--- src/hw/rtl/bdh_pkg.sv ---
// Shared constants, register codes and types of the box difference hash block.
// No dependencies; compiled before every other file of the block.
`default_nettype none

package bdh_pkg;

  // Default sizing of the core
  localparam int DEF_MAX_WIDTH      = 4096;
  localparam int DEF_MAX_HEIGHT     = 4096;
  localparam int DEF_SAMPLE_COLUMNS = 9;
  localparam int DEF_SAMPLE_ROWS    = 8;

  // Pixel and hash words
  localparam int COLOR_W         = 8;
  localparam int LUMA_W          = 18;
  localparam int HASH_W          = 64;
  localparam int HASH_ROW_STRIDE = 8;

  // Integer luma weights, scaled by 1000
  localparam int LUMA_R_WEIGHT = 299;
  localparam int LUMA_G_WEIGHT = 587;
  localparam int LUMA_B_WEIGHT = 114;

  // Configuration port
  localparam int CFG_INDEX_W  = 3;
  localparam int CFG_DATA_W   = 13;
  localparam int CFG_SIZE_W   = 13;
  localparam int CFG_ORIGIN_W = 12;

  typedef enum logic [CFG_INDEX_W-1:0] {
    REG_IMAGE_WIDTH  = 3'd0,
    REG_IMAGE_HEIGHT = 3'd1,
    REG_BOX_LEFT     = 3'd2,
    REG_BOX_TOP      = 3'd3,
    REG_BOX_SPAN_X   = 3'd4,
    REG_BOX_SPAN_Y   = 3'd5
  } cfg_reg_e;

  localparam logic [CFG_SIZE_W-1:0]   RST_IMAGE_WIDTH  = 13'd64;
  localparam logic [CFG_SIZE_W-1:0]   RST_IMAGE_HEIGHT = 13'd64;
  localparam logic [CFG_ORIGIN_W-1:0] RST_BOX_LEFT     = 12'd0;
  localparam logic [CFG_ORIGIN_W-1:0] RST_BOX_TOP      = 12'd0;
  localparam logic [CFG_SIZE_W-1:0]   RST_BOX_SPAN_X   = 13'd64;
  localparam logic [CFG_SIZE_W-1:0]   RST_BOX_SPAN_Y   = 13'd64;

  typedef struct packed {
    logic [CFG_SIZE_W-1:0]   image_width;
    logic [CFG_SIZE_W-1:0]   image_height;
    logic [CFG_ORIGIN_W-1:0] box_left;
    logic [CFG_ORIGIN_W-1:0] box_top;
    logic [CFG_SIZE_W-1:0]   box_span_x;
    logic [CFG_SIZE_W-1:0]   box_span_y;
  } cfg_t;

endpackage

`default_nettype wire

--- src/hw/rtl/bdh_pixel_if.sv ---
// Pixel stream channel: valid/ready handshake with an RGB word.
// Uses bdh_pkg for the color width.
`default_nettype none

interface bdh_pixel_if import bdh_pkg::*; ();
  logic               valid;
  logic               ready;
  logic [COLOR_W-1:0] red;
  logic [COLOR_W-1:0] green;
  logic [COLOR_W-1:0] blue;

  modport source (output valid, output red, output green, output blue, input ready);
  modport sink   (input valid, input red, input green, input blue, output ready);
endinterface

`default_nettype wire

--- src/hw/rtl/bdh_hash_if.sv ---
// Hash result channel: valid/ready handshake with a 64-bit hash word.
// Uses bdh_pkg for the hash width.
`default_nettype none

interface bdh_hash_if import bdh_pkg::*; ();
  logic              valid;
  logic              ready;
  logic [HASH_W-1:0] hash;

  modport source (output valid, output hash, input ready);
  modport sink   (input valid, input hash, output ready);
endinterface

`default_nettype wire

--- src/hw/rtl/bdh_axis.sv ---
// One axis of the sample grid: clamps size, box start and span, then sweeps
// the sample positions start + min(span-1, k*span/COUNT) one per cycle.
// Depends on bdh_pkg.
`default_nettype none

module bdh_axis import bdh_pkg::*; #(
  parameter int MAX_SIZE = DEF_MAX_WIDTH,
  parameter int COUNT    = DEF_SAMPLE_COLUMNS,
  localparam int SW = (CFG_SIZE_W > $clog2(MAX_SIZE + 1)) ? CFG_SIZE_W
                                                          : $clog2(MAX_SIZE + 1),
  localparam int PW = $clog2(MAX_SIZE)
) (
  input  wire logic                    clk_i,
  input  wire logic                    rst_ni,
  input  wire logic                    start_i,
  input  wire logic [CFG_SIZE_W-1:0]   size_i,
  input  wire logic [CFG_ORIGIN_W-1:0] origin_i,
  input  wire logic [CFG_SIZE_W-1:0]   span_i,
  output logic                         busy_o,
  output logic [SW-1:0]                size_o,
  output logic [PW-1:0]                pos_o [COUNT]
);

  localparam int CW    = $clog2(COUNT);
  localparam int VW    = SW + CW;          // k*span for k < COUNT
  localparam int SH    = VW + CW;          // reciprocal shift
  localparam int RW    = VW + 1;
  localparam int PRW   = VW + RW;
  localparam logic [RW-1:0] RECIP =
    RW'(((64'd1 << SH) + 64'(COUNT) - 64'd1) / 64'(COUNT));
  localparam int STW   = $clog2(COUNT + 5);
  localparam int FIRST_ACC = 3;
  localparam int FIRST_WR  = 4;
  localparam logic [STW-1:0] LAST_STEP = STW'(COUNT + 3);

  logic           busy_q;
  logic [STW-1:0] step_q;
  logic [SW-1:0]  size_q, size_d;
  logic [SW-1:0]  start_q, start_d;
  logic [SW-1:0]  span_q, span_d;
  logic [VW-1:0]  acc_q, acc_d;
  logic [PRW-1:0] prod_q;
  logic [SW-1:0]  quot, lim, pos_w;
  logic [SW-1:0]  size_in, origin_in, span_in, room;
  logic [PW-1:0]  pos_q [COUNT];

  // Sequencer: restart the sweep on every configuration write
  always_ff @(posedge clk_i or negedge rst_ni) begin
    if (!rst_ni) begin
      busy_q <= 1'b1;
      step_q <= '0;
    end else if (start_i) begin
      busy_q <= 1'b1;
      step_q <= '0;
    end else if (busy_q) begin
      if (step_q == LAST_STEP) begin
        busy_q <= 1'b0;
      end else begin
        step_q <= step_q + 1'b1;
      end
    end
  end

  always_comb begin
    size_in   = SW'(size_i);
    origin_in = SW'(origin_i);
    span_in   = SW'(span_i);

    if (size_in == '0) begin
      size_d = SW'(1);
    end else if (size_in > SW'(MAX_SIZE)) begin
      size_d = SW'(MAX_SIZE);
    end else begin
      size_d = size_in;
    end

    start_d = (origin_in < size_q - 1'b1) ? origin_in : size_q - 1'b1;

    room = size_q - start_q;
    if (span_in == '0) begin
      span_d = SW'(1);
    end else if (span_in > room) begin
      span_d = room;
    end else begin
      span_d = span_in;
    end

    acc_d = (step_q < STW'(FIRST_ACC)) ? '0 : acc_q + VW'(span_q);

    quot  = prod_q[SH +: SW];
    lim   = span_q - 1'b1;
    pos_w = start_q + ((quot < lim) ? quot : lim);
  end

  // Clamp chain settles one stage per cycle while the sweep waits
  always_ff @(posedge clk_i) begin
    size_q  <= size_d;
    start_q <= start_d;
    span_q  <= span_d;
    acc_q   <= acc_d;
    prod_q  <= PRW'(acc_q) * PRW'(RECIP);
  end

  for (genvar k = 0; k < COUNT; k++) begin : g_pos
    always_ff @(posedge clk_i) begin
      if (busy_q && step_q == STW'(k + FIRST_WR)) begin
        pos_q[k] <= PW'(pos_w);
      end
    end
    assign pos_o[k] = pos_q[k];
  end

  assign busy_o = busy_q;
  assign size_o = size_q;

endmodule

`default_nettype wire

--- src/hw/rtl/box_difference_hash_core.sv ---
// Top level of the box difference hash core: configuration registers, raster
// counters, sample row store and hash accumulator.
// Depends on bdh_pkg, bdh_pixel_if, bdh_hash_if and bdh_axis.
//
//   channel   dir  handshake           word
//   pixel_i   in   valid/ready         red, green, blue (8 bits each)
//   hash_o    out  valid/ready         hash (64 bits), once per frame
//   cfg       in   cfg_we_i, no wait   cfg_index_i, cfg_data_i
//
// One pixel per cycle unless the pipe is stalled: a pixel is registered with its
// luma and grid hits, and the process stage then updates the sample row and the
// hash; the hash comes out of its own register once the frame's last pixel is processed.
// After reset and after each configuration write, pixel_i.ready stays low
// while the sample positions are recomputed, one per cycle per axis.
// A waiting hash stalls the pipe only when the next frame's last pixel arrives.
`default_nettype none

module box_difference_hash_core import bdh_pkg::*; #(
  parameter int MAX_WIDTH      = DEF_MAX_WIDTH,
  parameter int MAX_HEIGHT     = DEF_MAX_HEIGHT,
  parameter int SAMPLE_COLUMNS = DEF_SAMPLE_COLUMNS,
  parameter int SAMPLE_ROWS    = DEF_SAMPLE_ROWS
) (
  input  wire logic                   clk_i,
  input  wire logic                   rst_ni,
  bdh_pixel_if.sink                   pixel_i,
  bdh_hash_if.source                  hash_o,
  input  wire logic                   cfg_we_i,
  input  wire logic [CFG_INDEX_W-1:0] cfg_index_i,
  input  wire logic [CFG_DATA_W-1:0]  cfg_data_i
);

  localparam int XW  = $clog2(MAX_WIDTH);
  localparam int YW  = $clog2(MAX_HEIGHT);
  localparam int SWX = (CFG_SIZE_W > $clog2(MAX_WIDTH + 1)) ? CFG_SIZE_W
                                                            : $clog2(MAX_WIDTH + 1);
  localparam int SWY = (CFG_SIZE_W > $clog2(MAX_HEIGHT + 1)) ? CFG_SIZE_W
                                                             : $clog2(MAX_HEIGHT + 1);

  cfg_t cfg_q;

  logic            busy_x, busy_y;
  logic [SWX-1:0]  width;
  logic [SWY-1:0]  height;
  logic [XW-1:0]   col_pos [SAMPLE_COLUMNS];
  logic [YW-1:0]   row_pos [SAMPLE_ROWS];

  logic [XW-1:0]   col_q, col_d;
  logic [YW-1:0]   row_q, row_d;
  logic            eol, eof;

  logic                      s1_valid_q, s1_valid_d;
  logic [LUMA_W-1:0]         s1_luma_q, luma;
  logic [SAMPLE_COLUMNS-1:0] s1_colhit_q, colhit;
  logic [SAMPLE_ROWS-1:0]    s1_rowhit_q, rowhit;
  logic                      s1_eof_q;

  logic [LUMA_W-1:0] samp_q   [SAMPLE_COLUMNS];
  logic [LUMA_W-1:0] samp_new [SAMPLE_COLUMNS];
  logic [HASH_W-1:0] bits, acc_q, acc_d, hash_q;
  logic              out_valid_q, out_valid_d;

  logic in_ready, accept, fire;

  // Configuration registers
  always_ff @(posedge clk_i or negedge rst_ni) begin
    if (!rst_ni) begin
      cfg_q.image_width  <= RST_IMAGE_WIDTH;
      cfg_q.image_height <= RST_IMAGE_HEIGHT;
      cfg_q.box_left     <= RST_BOX_LEFT;
      cfg_q.box_top      <= RST_BOX_TOP;
      cfg_q.box_span_x   <= RST_BOX_SPAN_X;
      cfg_q.box_span_y   <= RST_BOX_SPAN_Y;
    end else if (cfg_we_i) begin
      unique case (cfg_reg_e'(cfg_index_i))
        REG_IMAGE_WIDTH:  cfg_q.image_width  <= cfg_data_i[CFG_SIZE_W-1:0];
        REG_IMAGE_HEIGHT: cfg_q.image_height <= cfg_data_i[CFG_SIZE_W-1:0];
        REG_BOX_LEFT:     cfg_q.box_left     <= cfg_data_i[CFG_ORIGIN_W-1:0];
        REG_BOX_TOP:      cfg_q.box_top      <= cfg_data_i[CFG_ORIGIN_W-1:0];
        REG_BOX_SPAN_X:   cfg_q.box_span_x   <= cfg_data_i[CFG_SIZE_W-1:0];
        REG_BOX_SPAN_Y:   cfg_q.box_span_y   <= cfg_data_i[CFG_SIZE_W-1:0];
        default: ;
      endcase
    end
  end

  bdh_axis #(
    .MAX_SIZE (MAX_WIDTH),
    .COUNT    (SAMPLE_COLUMNS)
  ) u_axis_x (
    .clk_i    (clk_i),
    .rst_ni   (rst_ni),
    .start_i  (cfg_we_i),
    .size_i   (cfg_q.image_width),
    .origin_i (cfg_q.box_left),
    .span_i   (cfg_q.box_span_x),
    .busy_o   (busy_x),
    .size_o   (width),
    .pos_o    (col_pos)
  );

  bdh_axis #(
    .MAX_SIZE (MAX_HEIGHT),
    .COUNT    (SAMPLE_ROWS)
  ) u_axis_y (
    .clk_i    (clk_i),
    .rst_ni   (rst_ni),
    .start_i  (cfg_we_i),
    .size_i   (cfg_q.image_height),
    .origin_i (cfg_q.box_top),
    .span_i   (cfg_q.box_span_y),
    .busy_o   (busy_y),
    .size_o   (height),
    .pos_o    (row_pos)
  );

  // Handshake: process stage drains unless a frame end meets a full output
  assign fire     = s1_valid_q && (!s1_eof_q || !out_valid_q || hash_o.ready);
  assign in_ready = !busy_x && !busy_y && (!s1_valid_q || fire);
  assign accept   = pixel_i.valid && in_ready;
  assign pixel_i.ready = in_ready;

  // Accept stage: luma, grid hits and raster position
  always_comb begin
    luma = LUMA_W'(LUMA_R_WEIGHT) * LUMA_W'(pixel_i.red)
         + LUMA_W'(LUMA_G_WEIGHT) * LUMA_W'(pixel_i.green)
         + LUMA_W'(LUMA_B_WEIGHT) * LUMA_W'(pixel_i.blue);

    for (int x = 0; x < SAMPLE_COLUMNS; x++) begin
      colhit[x] = (col_pos[x] == col_q);
    end
    for (int y = 0; y < SAMPLE_ROWS; y++) begin
      rowhit[y] = (row_pos[y] == row_q);
    end

    eol = (SWX'(col_q) + 1'b1) >= width;
    eof = eol && ((SWY'(row_q) + 1'b1) >= height);

    col_d = col_q;
    row_d = row_q;
    if (accept) begin
      if (eol) begin
        col_d = '0;
        row_d = eof ? '0 : row_q + 1'b1;
      end else begin
        col_d = col_q + 1'b1;
      end
    end

    if (accept) begin
      s1_valid_d = 1'b1;
    end else if (fire) begin
      s1_valid_d = 1'b0;
    end else begin
      s1_valid_d = s1_valid_q;
    end
  end

  always_ff @(posedge clk_i or negedge rst_ni) begin
    if (!rst_ni) begin
      col_q      <= '0;
      row_q      <= '0;
      s1_valid_q <= 1'b0;
    end else begin
      col_q      <= col_d;
      row_q      <= row_d;
      s1_valid_q <= s1_valid_d;
    end
  end

  always_ff @(posedge clk_i) begin
    if (accept) begin
      s1_luma_q   <= luma;
      s1_colhit_q <= colhit;
      s1_rowhit_q <= rowhit;
      s1_eof_q    <= eof;
    end
  end

  // Process stage: store the sample, compare neighbors on the last column
  always_comb begin
    for (int x = 0; x < SAMPLE_COLUMNS; x++) begin
      samp_new[x] = s1_colhit_q[x] ? s1_luma_q : samp_q[x];
    end

    bits = '0;
    for (int y = 0; y < SAMPLE_ROWS; y++) begin
      for (int x = 0; x < SAMPLE_COLUMNS - 1; x++) begin
        bits[y * HASH_ROW_STRIDE + x] = s1_rowhit_q[y] && s1_colhit_q[SAMPLE_COLUMNS-1]
                                        && (samp_new[x] > samp_new[x+1]);
      end
    end

    acc_d = acc_q;
    if (fire) begin
      acc_d = s1_eof_q ? '0 : (acc_q | bits);
    end

    out_valid_d = out_valid_q;
    if (fire && s1_eof_q) begin
      out_valid_d = 1'b1;
    end else if (hash_o.ready) begin
      out_valid_d = 1'b0;
    end
  end

  always_ff @(posedge clk_i) begin
    if (fire) begin
      for (int x = 0; x < SAMPLE_COLUMNS; x++) begin
        samp_q[x] <= samp_new[x];
      end
    end
    if (fire && s1_eof_q) begin
      hash_q <= acc_q | bits;
    end
  end

  always_ff @(posedge clk_i or negedge rst_ni) begin
    if (!rst_ni) begin
      acc_q       <= '0;
      out_valid_q <= 1'b0;
    end else begin
      acc_q       <= acc_d;
      out_valid_q <= out_valid_d;
    end
  end

  assign hash_o.valid = out_valid_q;
  assign hash_o.hash  = hash_q;

endmodule

`default_nettype wire

--- src/flat_wrapper.sv ---
// flat-port wrapper written by rule: the top's interface ports become plain ports
module box_difference_hash_core_flat import bdh_pkg::*;
#(
  parameter int MAX_WIDTH      = DEF_MAX_WIDTH,
  parameter int MAX_HEIGHT     = DEF_MAX_HEIGHT,
  parameter int SAMPLE_COLUMNS = DEF_SAMPLE_COLUMNS,
  parameter int SAMPLE_ROWS    = DEF_SAMPLE_ROWS
)
  (clk_i, rst_ni, cfg_we_i, cfg_index_i, cfg_data_i, pixel_i_valid, pixel_i_red, pixel_i_green, pixel_i_blue, pixel_i_ready, hash_o_valid, hash_o_hash, hash_o_ready);
  bdh_pixel_if pixel_i_i ();
  bdh_hash_if hash_o_i ();
  input  wire logic clk_i;
  input  wire logic rst_ni;
  input  wire logic cfg_we_i;
  input  wire logic [CFG_INDEX_W-1:0] cfg_index_i;
  input  wire logic [CFG_DATA_W-1:0] cfg_data_i;
  input wire logic [$bits(pixel_i_i.valid)-1:0] pixel_i_valid;
  input wire logic [$bits(pixel_i_i.red)-1:0] pixel_i_red;
  input wire logic [$bits(pixel_i_i.green)-1:0] pixel_i_green;
  input wire logic [$bits(pixel_i_i.blue)-1:0] pixel_i_blue;
  output wire logic [$bits(pixel_i_i.ready)-1:0] pixel_i_ready;
  output wire logic [$bits(hash_o_i.valid)-1:0] hash_o_valid;
  output wire logic [$bits(hash_o_i.hash)-1:0] hash_o_hash;
  input wire logic [$bits(hash_o_i.ready)-1:0] hash_o_ready;
  assign pixel_i_i.valid = pixel_i_valid;
  assign pixel_i_i.red = pixel_i_red;
  assign pixel_i_i.green = pixel_i_green;
  assign pixel_i_i.blue = pixel_i_blue;
  assign pixel_i_ready = pixel_i_i.ready;
  assign hash_o_valid = hash_o_i.valid;
  assign hash_o_hash = hash_o_i.hash;
  assign hash_o_i.ready = hash_o_ready;
  box_difference_hash_core #(.MAX_WIDTH(MAX_WIDTH), .MAX_HEIGHT(MAX_HEIGHT), .SAMPLE_COLUMNS(SAMPLE_COLUMNS), .SAMPLE_ROWS(SAMPLE_ROWS)) u_core (.clk_i(clk_i), .rst_ni(rst_ni), .pixel_i(pixel_i_i), .hash_o(hash_o_i), .cfg_we_i(cfg_we_i), .cfg_index_i(cfg_index_i), .cfg_data_i(cfg_data_i));
endmodule
--- config.mk ---
export PLATFORM = sky130hd
export DESIGN_NAME = box_difference_hash_core_flat
export DESIGN_NICKNAME = d
export VERILOG_FILES = /design/src/hw/rtl/bdh_pkg.sv /design/src/hw/rtl/bdh_pixel_if.sv /design/src/hw/rtl/bdh_hash_if.sv /design/src/hw/rtl/bdh_axis.sv /design/src/hw/rtl/box_difference_hash_core.sv /design/src/flat_wrapper.sv
export SDC_FILE = /design/constraint.sdc
export NUM_CORES = 2
export LEC_CHECK = 0
export BUFFER_PORTS_ARGS = -buffer_cell sky130_fd_sc_hd__buf_4
export CORE_MARGIN = 2
export CORE_UTILIZATION = 30
export CTS_CLUSTER_DIAMETER = 100
export DETAILED_ROUTE_END_ITERATION = 10
export MAX_ROUTING_LAYER = met4
export SLEW_MARGIN = 0
export SYNTH_ARGS = -nofsm -noshare
export SYNTH_HDL_FRONTEND = slang
export SYNTH_SLANG_ARGS = --single-unit
export TNS_END_PERCENT = 1
--- constraint.sdc ---
create_clock -name clk_i -period 15.8 [get_ports clk_i]
set_input_delay 1.58 -clock clk_i [delete_from_list [all_inputs] [get_ports clk_i]]
set_output_delay 1.58 -clock clk_i [all_outputs]
set_load 0.01 [all_outputs]
==> flow_metrics.env <==
export IMPL_track_usage_pct=13.78
export IMPL_critPathTopFamily="adder cells"
export IMPL_grt_overflow=0
export IMPL_cp_common_cell="fa_1"
export IMPL_end_kind="register"
export IMPL_portBuffers=110
export IMPL_cts_sinks=779
export IMPL_crit_required_ns=16.23
export IMPL_setup_violations=0
export IMPL_clockRootBuffer="clkbuf_16"
export IMPL_antenna_left=0
export IMPL_post_cts_resized=0
export IMPL_drtPass1Iterations=7
export IMPL_leakagePower_nw=23.63
export IMPL_syn_area_um2=48070
export IMPL_grt_max_degree=113
export IMPL_tns_ns=0
export IMPL_avgRoutedWirePerCell_um=16.75
export IMPL_yosysWarnings=0
export IMPL_cts_tree="yes"
export IMPL_tightest_slew_ns=1.365
export IMPL_drtIter0Drc=1414
export IMPL_n_antenna_cell=0
export IMPL_path_buf_inv=5
export IMPL_ys_ff_latch=779
export IMPL_hold_path_class="reg -> reg"
export IMPL_io_pins=111
export IMPL_area_growth_pct=12.70
export IMPL_worst_ep_arrival_time_ns=7.30
export IMPL_syn_inst=4243
export IMPL_die_width_um=404.3
export IMPL_yosysUniqueCellTypes=80
export IMPL_synthTopCellsByCount="579 x inv_1, 553 x ha_1, 466 x edfxtp_1, 314 x xnor2_1, 193 x nand2_1"
export IMPL_cts_made_buffers=86
export IMPL_synth_most_common_cell="inv_1"
export IMPL_core_area_um2=158700
export IMPL_grt_pass1_wl_mm=174.3
export IMPL_drive_above_1_share_pct=9.249
export IMPL_cts_buffer_depth=3
export IMPL_power_density_nw_per_um2=155.5
export IMPL_cap_violations=0
export IMPL_peakVddDrop_uv=205.3
export IMPL_yosysSeqAreaShare_pct=44.00
export IMPL_ys_flop_type="edfxtp_1"
export IMPL_cp_slowest_stage_delay_ns=0.56
export IMPL_dieArea_um2=163400
export IMPL_fmax_ghz=0.1455
export IMPL_slew_viol_final=0
export IMPL_clock_skew_final_ns=0.07150
export IMPL_min_period_over_period_pct=43.49
export IMPL_relSlewSlack_pct=8.341
export IMPL_vias=30574
export IMPL_rows=146
export IMPL_crit_path_top_delay_cell="fa_1"
export IMPL_yosys_area_top_type="edfxtp_1"
export IMPL_start_util_pct=30.28
export IMPL_synthTopCellsByArea="edfxtp_1 29%, ha_1 14%, dfrtp_1 8.9%"
export IMPL_finalCriticalPeriod_ns=6.872
export IMPL_dpl_hpwl_mm=80.22
export IMPL_clk_pin_slew_worst_paths_ns=0.06
export IMPL_fin_util_pct=34.12
export IMPL_hold_viol_final=0
export IMPL_avgSynthCellArea_um2=11.33
export IMPL_setup_worst_path_class="in -> reg"
export IMPL_die_height_um=404.3
export IMPL_drc_errors=0
export IMPL_nets=5105
export IMPL_synth_top_area_share_pct=29.11
export IMPL_worstPathMaxFanout=5
export IMPL_synth_edff_count=466
export IMPL_hold_buffers=0
export IMPL_wirelength_mm=108.8
export IMPL_antenna_found_initial=0
export IMPL_grt_pass1_vias=31174
export IMPL_cts_setup_buffers=0
export IMPL_synth_async_reset_ratio_pct=22.59
export IMPL_vias_per_cell=4.708
export IMPL_worst_setup_path_start_kind="input port"
export IMPL_gp_congestion=0.8744
export IMPL_rsz0062_at_grt="false"
export IMPL_clkLatencyLatePin_ns=0.72
export IMPL_status="finished clean"
export IMPL_h_tree_depth=3
power breakdown:
part / switching (mW) / leakage, nW / total (mW) / internal [mW]
clock network: 0.881 / 1.43 / 2.05 / 1.16
registers: 0.213 / 7.36 / 2.83 / 2.62
logic: 2.08 / 14.8 / 3.55 / 1.46
total: 3.18 / 23.6 / 8.42 / 5.25
routing by layer:
metal	wire (um)	GRT usage, %	up-vias
met5	0	-	-
met4	1704	2.835	0
met3	3541	1.731	116
met2	51630	22.24	467
met1	51890	18.57	14968
li1	-	-	15023
cells in the final DEF (no fill, tap or decap), types with 10 or more instances in the layout:
cell type and instances:
nand2b_1 19, and2_1 16, nor3_1 71, xnor2_1 314, nor4_1 17, mux2i_1 162, or3_1 30, clkbuf_8 12
clkbuf_1 15, a31oi_1 16, nand4_1 92, o21a_1 24, and3_1 20, a21o_1 122, or2_2 10, mux2_2 82
o21ai_1 29, nand2_1 192, inv_1 577, buf_4 137, edfxtp_1 466, clkinv_2 20, nor2_1 129, o21ai_0 175
clkbuf_16 87, nor2b_1 55, ha_1 553, and4_1 21, dfxtp_1 137, xor2_1 51, a21oi_1 142, o21bai_1 80
fa_1 159, nand3_1 44, o31ai_1 14, dfrtp_1 170, a221oi_1 15
cell families (layout without fill, tap and decap cells):
kind of cell / count (synthesis) / count (layout) / synth area share, %
AOI/OAI and AO/OA: 691 / 691 / 9.413
buffers and inverters: 701 / 879 / 5.583
DFF: 779 / 779 / 44.00
adders and majority gates: 712 / 712 / 21.02
xor gates and xnor gates: 365 / 365 / 6.651
other: 1 / 2 / 0.007802
muxes: 245 / 245 / 5.318
and+or+nand+nor: 749 / 749 / 8.015
path summary, 6_finish.rpt:
path	start	endpoint	slack [ns]	cells after the start
setup reg to reg	u_core.u_axis_x.span_q[1]$_SDFF_PN0_	u_core.u_axis_x.pos_q[0][82]$_DFFE_PP_	9.82	22
min in group asynchronous	rst_ni	u_core.cfg_q[62]$_DFFE_PN0P_	1.02	1
max in group asynchronous	rst_ni	u_core.acc_q[25]$_DFFE_PN0P_	13.26	2
hold reg to reg	u_core.u_axis_y.acc_q[8]$_SDFF_PN0_	u_core.u_axis_y.prod_q[24]$_DFF_P_	0.35	0
setup / recovery	pixel_i_blue[0]	u_core.s1_luma_q[15]$_DFFE_PP_	8.93	26
hold / removal	u_core.u_axis_y.acc_q[8]$_SDFF_PN0_	u_core.u_axis_y.prod_q[24]$_DFF_P_	0.35	0
layout make-up:
cell class | count | area (um2)
inverters | 579 | 2173
flip-flops and latches | 779 | 21150
multi-input cells | 2764 | 24290
clock buffers | 113 | 2385
fillers | 15666 | 104600
well taps | 2072 | 2592
clock inverters | 49 | 544.3
repair buffers | 138 | 1042
per-stage QoR:
stage	cells	setup slack, ns	hold slack [ns]	power (mW)	area (um2)
2_1_floorplan	4244	3.633	0.3345	5.385	48070
3_3_place_gp	6332	8.299	0.3349	6.329	51240
3_5_place_dp	6332	8.264	0.3423	6.411	51240
4_1_cts	6494	9.024	0.3550	8.500	54170
5_1_grt	6494	8.680	0.3568	9.036	54170
6_report	6494	8.928	0.3538	8.425	54170
worst reg2reg max path: stages (launching register included):
cell      delay [ns]
dfxtp_1         0.35
inv_1           0.16
ha_1            0.24
nand3b_1        0.17
or4b_1          0.59
nor3_1          0.20
xnor2_1         0.10
ha_1            0.29
and4_1          0.18
o21ai_0         0.08
o21ai_1         0.34
buf_4           0.29
a21oi_1         0.13
ha_1            0.24
fa_1            0.41
a21o_1          0.17
a21oi_1         0.22
o21bai_1        0.09
a21oi_1         0.25
o21bai_1        0.10
a21oi_1         0.31
nor4bb_1        0.09
or3_1           0.63
flip-flops by register name (all words and copies together), names as in the netlist, 9 cells and up:
| signal | count |
|---|---|
| u_core.acc_q | 64 |
| u_core.cfg_q | 76 |
| u_core.col_q | 12 |
| u_core.hash_o.hash | 64 |
| u_core.row_q | 12 |
| u_core.s1_colhit_q | 9 |
| u_core.s1_luma_q | 18 |
| u_core.samp_q | 162 |
| u_core.u_axis_x.acc_q | 17 |
| u_core.u_axis_x.pos_q | 108 |
| u_core.u_axis_x.prod_q | 13 |
| u_core.u_axis_x.size_o | 13 |
| u_core.u_axis_x.span_q | 13 |
| u_core.u_axis_x.start_q | 13 |
| u_core.u_axis_y.acc_q | 16 |
| u_core.u_axis_y.pos_q | 96 |
| u_core.u_axis_y.prod_q | 13 |
| u_core.u_axis_y.size_o | 13 |
| u_core.u_axis_y.span_q | 13 |
| u_core.u_axis_y.start_q | 13 |
Note: power is estimated with default switching activity, not from simulation.
